## src/hw/rtl/psu_pkg.sv

```systemverilog
package psu_pkg;

	localparam int MAX_ROW_BYTES   = 8192;
	localparam int MAX_PIXEL_BYTES = 8;

	localparam int POS_W  = $clog2(MAX_ROW_BYTES + 1);
	localparam int ADDR_W = $clog2(MAX_ROW_BYTES);
	localparam int PIX_W  = (MAX_PIXEL_BYTES > 1) ? $clog2(MAX_PIXEL_BYTES) : 1;

	localparam int ROW_BYTES_W = 14;
	localparam int BPP_W       = 4;
	localparam int CFG_W       = ROW_BYTES_W;

	typedef enum logic [0:0] {
		CFG_ROW_BYTES = 1'b0,
		CFG_BPP       = 1'b1
	} cfg_reg_t;

	typedef enum logic [2:0] {
		FILT_NONE  = 3'd0,
		FILT_SUB   = 3'd1,
		FILT_UP    = 3'd2,
		FILT_AVG   = 3'd3,
		FILT_PAETH = 3'd4
	} filter_kind_t;

	// operands of one byte reconstruction
	typedef struct packed {
		filter_kind_t kind;
		logic [7:0]   x;
		logic [7:0]   a;
		logic [7:0]   b;
		logic [7:0]   c;
	} pred_t;

endpackage

```

## src/hw/rtl/psu_predict.sv

```systemverilog
module psu_predict
	import psu_pkg::*;
(
	input  pred_t      p,
	output logic [7:0] r
);

	logic [9:0] pa, pb, pc, ab, c2;
	logic [8:0] sum_ab;
	logic [7:0] paeth, pred;

	always_comb begin
		sum_ab = {1'b0, p.a} + {1'b0, p.b};
		ab     = {1'b0, sum_ab};
		c2     = {1'b0, p.c, 1'b0};
		pa     = (p.b >= p.c) ? 10'(p.b - p.c) : 10'(p.c - p.b);
		pb     = (p.a >= p.c) ? 10'(p.a - p.c) : 10'(p.c - p.a);
		pc     = (ab >= c2) ? (ab - c2) : (c2 - ab);
		// ties go to left, then above
		if (pa <= pb && pa <= pc) begin
			paeth = p.a;
		end else if (pb <= pc) begin
			paeth = p.b;
		end else begin
			paeth = p.c;
		end
		case (p.kind)
			FILT_SUB:   pred = p.a;
			FILT_UP:    pred = p.b;
			FILT_AVG:   pred = sum_ab[8:1];
			FILT_PAETH: pred = paeth;
			default:    pred = 8'd0;
		endcase
		r = p.x + pred;
	end

endmodule
```

## config.mk

```make
export PLATFORM = sky130hd
export DESIGN_NAME = psu_predict
export DESIGN_NICKNAME = d
export VERILOG_FILES = /design/src/hw/rtl/psu_pkg.sv /design/src/hw/rtl/psu_predict.sv
export SDC_FILE = /design/constraint.sdc
export NUM_CORES = 1
export LEC_CHECK = 0
export CAP_MARGIN = 25
export CORE_MARGIN = 2
export CORE_UTILIZATION = 45
export DETAILED_ROUTE_END_ITERATION = 16
export DONT_BUFFER_PORTS = 1
export PLACE_DENSITY = 0.69
export SLEW_MARGIN = 5
export SYNTH_ARGS = -nofsm -noshare
export SYNTH_HDL_FRONTEND = slang
export SYNTH_SLANG_ARGS = --single-unit
```

## constraint.sdc

```tcl
create_clock -name vclk -period 24.4
set_input_delay 3.66 -clock vclk [all_inputs]
set_output_delay 3.66 -clock vclk [all_outputs]
set_load 0.02 [all_outputs]
```

; ---- Word-level counts from Yosys, hierarchy flattened
; Index checks and enable logic that the tools add are counted.
[word_totals]
inputBits = 35
reg_bits = 0
output_inout_bits = 8
[classes]
n_eq_ne = 4
add_sub_neg = 8
mux = 6
n_lt_le_gt_ge = 6
n_reduce_logical = 1
[ops]
columns = operator, n
row1 = 8-bit by 8-bit subtractor with 9-bit output, 4
row2 = 8-bit one-hot mux with 4 select lines, 1
row3 = 10-bit <= comparator, 3
row4 = 10-bit 2-to-1 mux, 3
row5 = 9-bit by 9-bit subtractor with 10-bit output, 2
row6 = 8-bit greater-or-equal comparator, 2
row7 = 8-bit 2-to-1 mux, 2
row8 = 8-bit by 8-bit adder with 9-bit output, 1
row9 = 9-bit greater-or-equal comparator, 1
row10 = 8-bit adder, 1
row11 = "3-bit by 2-bit equality test with 1-bit output, second input constant", 2
row12 = "3-bit by 1-bit equality test with 1-bit output, second input constant", 1
row13 = "3-bit equality test, second input constant", 1
row14 = 1-bit logical AND, 1

; ---- Depth between registers and ports, before layout
; Gate-level depths: netlist (run 1).
[logic_depth]
depth_word = 8
depth_mapped = 42
depth_no_buf = 40

; ---- Worst setup path after synthesis (run 1)
; No wires, ideal clock.
[synth_timing]
path_kind = input to output
startpoint = in p[9] in the netlist's numbering
endpoint = out r[7]
arrival_ps = 11005
setup_slack_ps = 9735
cell_stages = 42
cell_sequence = ha_1 -> a21o_1 -> a21oi_1 -> o21bai_1 -> a21oi_1 -> o21bai_1 -> a21oi_1 -> xnor2_1 -> ha_1 -> clkbuf_1 -> a21oi_1 -> o21ai_1 -> a21o_1 -> nor4_1 -> o311ai_0 -> a221oi_1 -> o21ai_0 -> nand2_1 -> [6 not listed] -> o21ai_0 -> o21ai_0 -> o211a_4 -> or2_1 -> buf_6 -> o211ai_1 -> a31o_1 -> ha_1 -> a21o_1 -> a21oi_1 -> o21bai_1 -> a21oi_1 -> o21ai_0 -> xnor2_1 -> nor2_1 -> mux2_2 -> a211oi_1 -> o311ai_2
[synth_between]
elab_chain_cells = 8
[synth_rtl]
columns = item, line_no
row1 = "start, declared", psu_predict.sv:4  ; input pred_t p,
row2 = 8-bit by 8-bit adder with 9-bit output, psu_predict.sv:13  ; sum_ab = {1'b0, p.a} + {1'b0, p.b};
row3 = 9-bit by 9-bit subtractor with 10-bit output / 9-bit greater-or-equal comparator (equally long branches), psu_predict.sv:18  ; pc = (ab >= c2) ? (ab - c2) : (c2 - ab);
row4 = 10-bit 2-to-1 mux, psu_predict.sv:18
row5 = "10-bit <= comparator, on equally long branches", "psu_predict.sv:22, psu_predict.sv:20"
row6 = 8-bit 2-to-1 mux / 1-bit logical AND (equally long branches), "psu_predict.sv:22, psu_predict.sv:20"
row7 = 8-bit 2-to-1 mux, psu_predict.sv:20  ; if (pa <= pb && pa <= pc) begin
row8 = 8-bit one-hot mux with 4 select lines *, psu_predict.sv:27  ; case (p.kind)
row9 = 8-bit adder *, psu_predict.sv:34  ; r = p.x + pred;
row10 = "end, declared", psu_predict.sv:5  ; output logic [7:0] r
; Mark *: on every way between the ends. The rest lies on a longest branch, timed or not.

; ---- Worst setup path after layout (run 1)
[layout_timing]
startpoint = in p[8] in the netlist's numbering
endpoint = out r[7]
; Same word-level chain as after synthesis.

==> impl_results.md, run 1 <==
- Outcome: finished clean
- Setup Crit Path Kind: in -> out
- Compound-gate portion of the synthesized area: 33.4%
- Slowest-stage cell, CP: a221oi_1
- # diodes: 0
- Hold Buf Count CTS: 0
- Pleak: 0.00190 uW
- Via/cell ratio: 6.35
- Syn_nets: 631
- Core Box Area: 8180 um^2
- Area share of xor/xnor cells in the synthesized design: 7.33%
- VDD IR max: 0.0428 mV
- Worst path required time: 20.74 ns
- Period Utilization, post-route: 64.5%
- Largest net degree at the start of global routing: 18
- Residual DRC: 0
- Rows: 33
- Fillcell total: 814
- Startpoint Class: primary input
- Share of cells above drive strength 1: 3.70%
- Setup slack at placement: 8.83 ns
- Area Growth Syn to Fin: 1.79%
- Starting Density: 46.1%
- Total Wirelength: 11.0 mm
- Max Cap Violations: 0
- Register share of total power: 0%
- WHS Endpoint: r[0]
- IO Port Bufs: 0
- Worst hold slack: 7.54 ns
- Final setup viols: 0
- CP most frequent cell: a21oi_1
- Largest family of logic cells by synthesized area: adder cells
- Post-CTS Resized: 0
- Crit path max fanout: 12
- Layout Cells excl Fill: 591
- First-pass detailed-route iteration total: 5
- DRT iter0 DRCs: 315
- Adder-cell share of the synthesized area: 33.8%
- Yosys Warn Count: 0
- Hold Vio Cnt, Final: 0
- Avg Cell Area, Syn: 7.55 um^2
- Simple-Gate Fraction of Synth Area: 13.5%
- Fin crit period: 15.74 ns
- Setup TNS: 0 ns
- Worst slew margin: 27.1%
- Placer Congestion: 0.935
- Number of global-route vias before repair: 3,249
- Share of total power in the clock network: 0%
- Sw Pwr: 143 uW
- Die width: 95.5 um
- Initial antenna violation count: 0
- DR vias: 3,751
- Critical Path End Type: output port
- Power density over cell area: 62.2 nW/um^2
- Gate power share: 100.0%
- Post-CTS Repair Setup Buffers: 0
- Vert. Die Dim: 95.5 um
- First-pass GRT wire length: 17.3 mm
- Register Area: 0 um^2
- Cells after Synth: 499
- Min-delay src: p[24]
- Most common cell after layout, fill and taps aside: ha_1
- Seq Cell Count: 0
- Fmax: 63.5 MHz
- Clk_buf instances: 0
- Tot GR Track Use: 24.0%
- Library cells used by synthesis: 59
- Grt total ovfl: 0
- Post-Place Cells: 590
- Worst min path class: in -> out
- Post-DP HPWL: 9.43 mm
- Sw frac: 60.0%
- Max stage delay on crit path: 0.41 ns
- Mux share of post-synthesis cell area: 3.88%
- RSZ-0062 raised after global routing: no
- Worst-Margin Slew: 1.09 ns
- DR WL/cell: 18.6 um
- Setup slack after layout: 8.66 ns
- Synthesized area: 3770 um^2
- Slew Viols, Final: 0
- Seq/Total Area, Yosys: 0%
- Internal power: 95.5 uW
- DRT antenna net count: 0
- Commonest non-fill, non-tap cells in the layout: 89 x ha_1, 63 x inv_1, 44 x a21oi_1, 31 x nand2_1, 29 x o21ai_0
- Top-Level Pins: 43
- Final nets: 620
- WHS Path Cells: 1
- Crit path arrival time: 12.08 ns
- Die ar.: 9130 um^2
## worst max path at each step
stage / start / endpoint / slack (ns) / cells after the start
floorplan: p[9] / r[7] / 9.73 / 42
global placement: p[8] / r[7] / 9.15 / 39
detailed placement: p[9] / r[7] / 8.83 / 39
CTS: p[9] / r[7] / 8.80 / 39
global route: p[9] / r[7] / 7.89 / 39
finish: p[8] / r[7] / 8.66 / 38
## final cells by class
class | count | area (um^2) | share of cell area [%]
inverter | 63 | 236 | 6.16
multi-input combinational | 422 | 3460 | 90.3
tap | 105 | 131 | 3.42
timing repair buffer | 1 | 5.00 | 0.130
## metal layers
layer	part of all wire (%)	GRT usage, %	routed length [um]	up-vias
met5	0	0	0	-
met2	42	36.3	4630	171
li1	-	-	-	1806
met1	47	36.0	5140	1753
met4	2.2	4.52	241	0
met3	9.0	3.48	985	21
## cell families after synthesis
group                    after synthesis
AND/OR/NAND/NOR                      102
AO/OA/AOI/OAI                        179
buffers and inverters                 77
adder cells (fa/ha/maj)               97
XOR/XNOR                              30
multiplexers                          14
## synth_stat cells (2+ instances only)
| master | count | share of area, % |
|---|---|---|
| nand2_1 | 31 | 3.1 |
| o2111ai_1 | 2 | 0.46 |
| a221oi_1 | 4 | 0.93 |
| nand3b_1 | 2 | 0.40 |
| nand4_1 | 4 | 0.66 |
| mux2_2 | 5 | 1.5 |
| xnor2_1 | 23 | 5.3 |
| ha_1 | 89 | 30 |
| a211oi_1 | 12 | 2.4 |
| o21a_1 | 7 | 1.4 |
| o211ai_1 | 2 | 0.40 |
| nor3_1 | 12 | 1.6 |
| xor2_1 | 6 | 1.4 |
| o22ai_1 | 9 | 1.5 |
| a221oi_2 | 2 | 0.80 |
| o21bai_1 | 9 | 1.8 |
| mux2i_1 | 9 | 2.4 |
| a22oi_1 | 8 | 1.6 |
| a21oi_1 | 44 | 5.8 |
| clkbuf_1 | 11 | 1.1 |
| nor2_1 | 16 | 1.6 |
| a211o_1 | 2 | 0.46 |
| o21ai_0 | 29 | 3.9 |
| buf_6 | 2 | 0.60 |
| a21o_1 | 25 | 5.0 |
| nor2b_1 | 10 | 1.7 |
| nor4b_1 | 2 | 0.46 |
| nand2b_1 | 2 | 0.33 |
| a31oi_1 | 4 | 0.66 |
| a221o_1 | 4 | 1.1 |
| and3_1 | 2 | 0.33 |
| inv_1 | 63 | 6.3 |
| nor3b_1 | 3 | 0.60 |
| fa_1 | 8 | 4.2 |
| nand3_1 | 12 | 1.6 |
## stage by stage
step	total power [uW]	area (um^2)	utilization, %
after floorplan	190	3770	-
after global placement	230	3830	46.9
after detailed placement	232	3830	46.9
after CTS	234	3830	46.9
after global routing	265	3840	46.9
final	239	3840	46.9
## power groups by stage
stage               clock, uW  combinational, uW  sequential, uW
global placement            0                230               0
floorplan                   0                190               0
finish                      0                239               0
detailed placement          0                232               0
global route                0                265               0
CTS                         0                234               0
## worst max-delay path, delay by kind of cell
family	cells	cell delay [ns]
AO/OA/AOI/OAI	21	4.59
AND/OR/NAND/NOR	9	1.43
XOR/XNOR	2	0.61
adder cells (fa/ha/maj)	5	1.49
multiplexers	1	0.27
Power figures use the tool's default switching activity.
==> run 2, diff against run 1 <==
clock period = 14.73 ns   (was 24.4 ns; I/O delays follow)
==> run 2 against run 1 <==
  * Critical path depth increased by 1
  * Worst setup slack worse by 6.8 ns
  * Sequential share of layout area unchanged
  * Via count is 2.5% lower
  * Count of clock-buffer cells in the layout is the same
  * Global-route usage decreased by 0.30 points
  * Combinational power up 66%
  * Critical path type unchanged
  * Largest power group unchanged
==> impl_results.md, run 2 (synthesis results as in run 1) <==
- GR peak layer: met2
- Final setup viols: 0
- Fillcell total: 827
- Final nets: 620
- Fin crit period: 12.82 ns
- Power density over cell area: 103 nW/um^2
- Met3 usage: 5.30%
- Critical Path End Type: output port
- Pleak: 0.00190 uW
- Die width: 95.5 um
- RSZ-0062 raised after global routing: no
- Grt met2 use: 35.9%
- Initial antenna violation count: 0
- DR WL/cell: 18.5 um
- Slowest-stage cell, CP: ha_1
- DR vias: 3,658
- Clk_buf instances: 0
- Slew Viols, Final: 0
- DRT antenna net count: 0
- Hold Vio Cnt, Final: 0
- Outcome: finished clean
- Worst slew margin: 27.2%
- DRT iter0 DRCs: 311
- Max Cap Violations: 0
- VDD IR max: 0.0798 mV
- Via/cell ratio: 6.19
- Residual DRC: 0
- Fmax: 78.0 MHz
- First-pass detailed-route iteration total: 5
- Worst hold slack: 4.64 ns
- Die ar.: 9130 um^2
- Post-CTS Resized: 0
- First-pass GRT wire length: 17.0 mm
- Post-DP HPWL: 9.37 mm
- Worst path required time: 12.52 ns
- CP most frequent cell: a21oi_1
- Top-Level Pins: 43
- Grt total ovfl: 0
- IO Port Bufs: 0
- Post-CTS Repair Setup Buffers: 0
- Placer Congestion: 0.933
- Setup TNS: 0 ns
- Share of cells above drive strength 1: 3.70%
- Total Wirelength: 10.9 mm
- Setup slack after layout: 1.91 ns
- Startpoint Class: primary input
- # diodes: 0
- Final core occ: 46.9%
- Largest net degree at the start of global routing: 18
- Setup Crit Path Kind: in -> out
- Crit path arrival time: 10.61 ns
- Max stage delay on crit path: 0.38 ns
- Register Area: 0 um^2
- Hold Buf Count CTS: 0
- Starting Density: 46.1%
- Crit path max fanout: 12
- Worst-Margin Slew: 1.09 ns
- Period Utilization, post-route: 87.1%
- Seq Cell Count: 0
- Vert. Die Dim: 95.5 um
- Core Box Area: 8180 um^2
- Power Total: 396 uW
- Met1 capacity usage during global routing: 34.3%
- Area Growth Syn to Fin: 1.79%
- Worst min path class: in -> out
- Setup slack at placement: 2.05 ns
- Rows: 33
- Number of global-route vias before repair: 3,233
- Tot GR Track Use: 23.7%
- Most common cell after layout, fill and taps aside: ha_1
- Commonest non-fill, non-tap cells in the layout: 89 x ha_1, 63 x inv_1, 44 x a21oi_1, 31 x nand2_1, 29 x o21ai_0
run 2: layout make-up:
| type | count | area [um^2] | area share, % |
|---|---|---|---|
| inverters | 63 | 236 | 6.16 |
| repair buffers | 1 | 5.00 | 0.130 |
| multi-input cells | 422 | 3460 | 90.3 |
| well taps | 105 | 131 | 3.42 |
run 2: metal layers:
metal / vias to the layer above / wire length [um]
met3: 12 / 1200
met2: 170 / 4600
li1: 1801 / -
met5: - / 0
met4: 0 / 193
met1: 1675 / 4950
run 2: worst max-delay path: cells and delay by family:
| kind | cells | cell delay, ns |
|---|---|---|
| mux | 1 | 0.27 |
| xor+xnor | 2 | 0.59 |
| fa+ha+maj | 4 | 1.18 |
| simple gates | 8 | 1.28 |
| compound gates | 24 | 5.05 |
run 2: final timing paths:
kind                   from   end  slack, ns  cells past startpoint
worst max-delay path   p[9]  r[7]       1.91                     39
worst min-delay path  p[24]  r[0]       4.64                      1
run 2: per-stage QoR:
| stage | instances | cell area, um^2 |
|---|---|---|
| 2_1_floorplan | 499 | 3770 |
| 3_3_place_gp | 590 | 3830 |
| 3_5_place_dp | 590 | 3830 |
| 4_1_cts | 590 | 3830 |
| 5_1_grt | 591 | 3840 |
| 6_report | 591 | 3840 |
run 2: where the power goes:
part / switching, uW / leakage (uW) / internal, uW
clock network: 0 / 0 / 0
logic: 238 / 0.00190 / 158
registers: 0 / 0 / 0
total: 238 / 0.00190 / 158
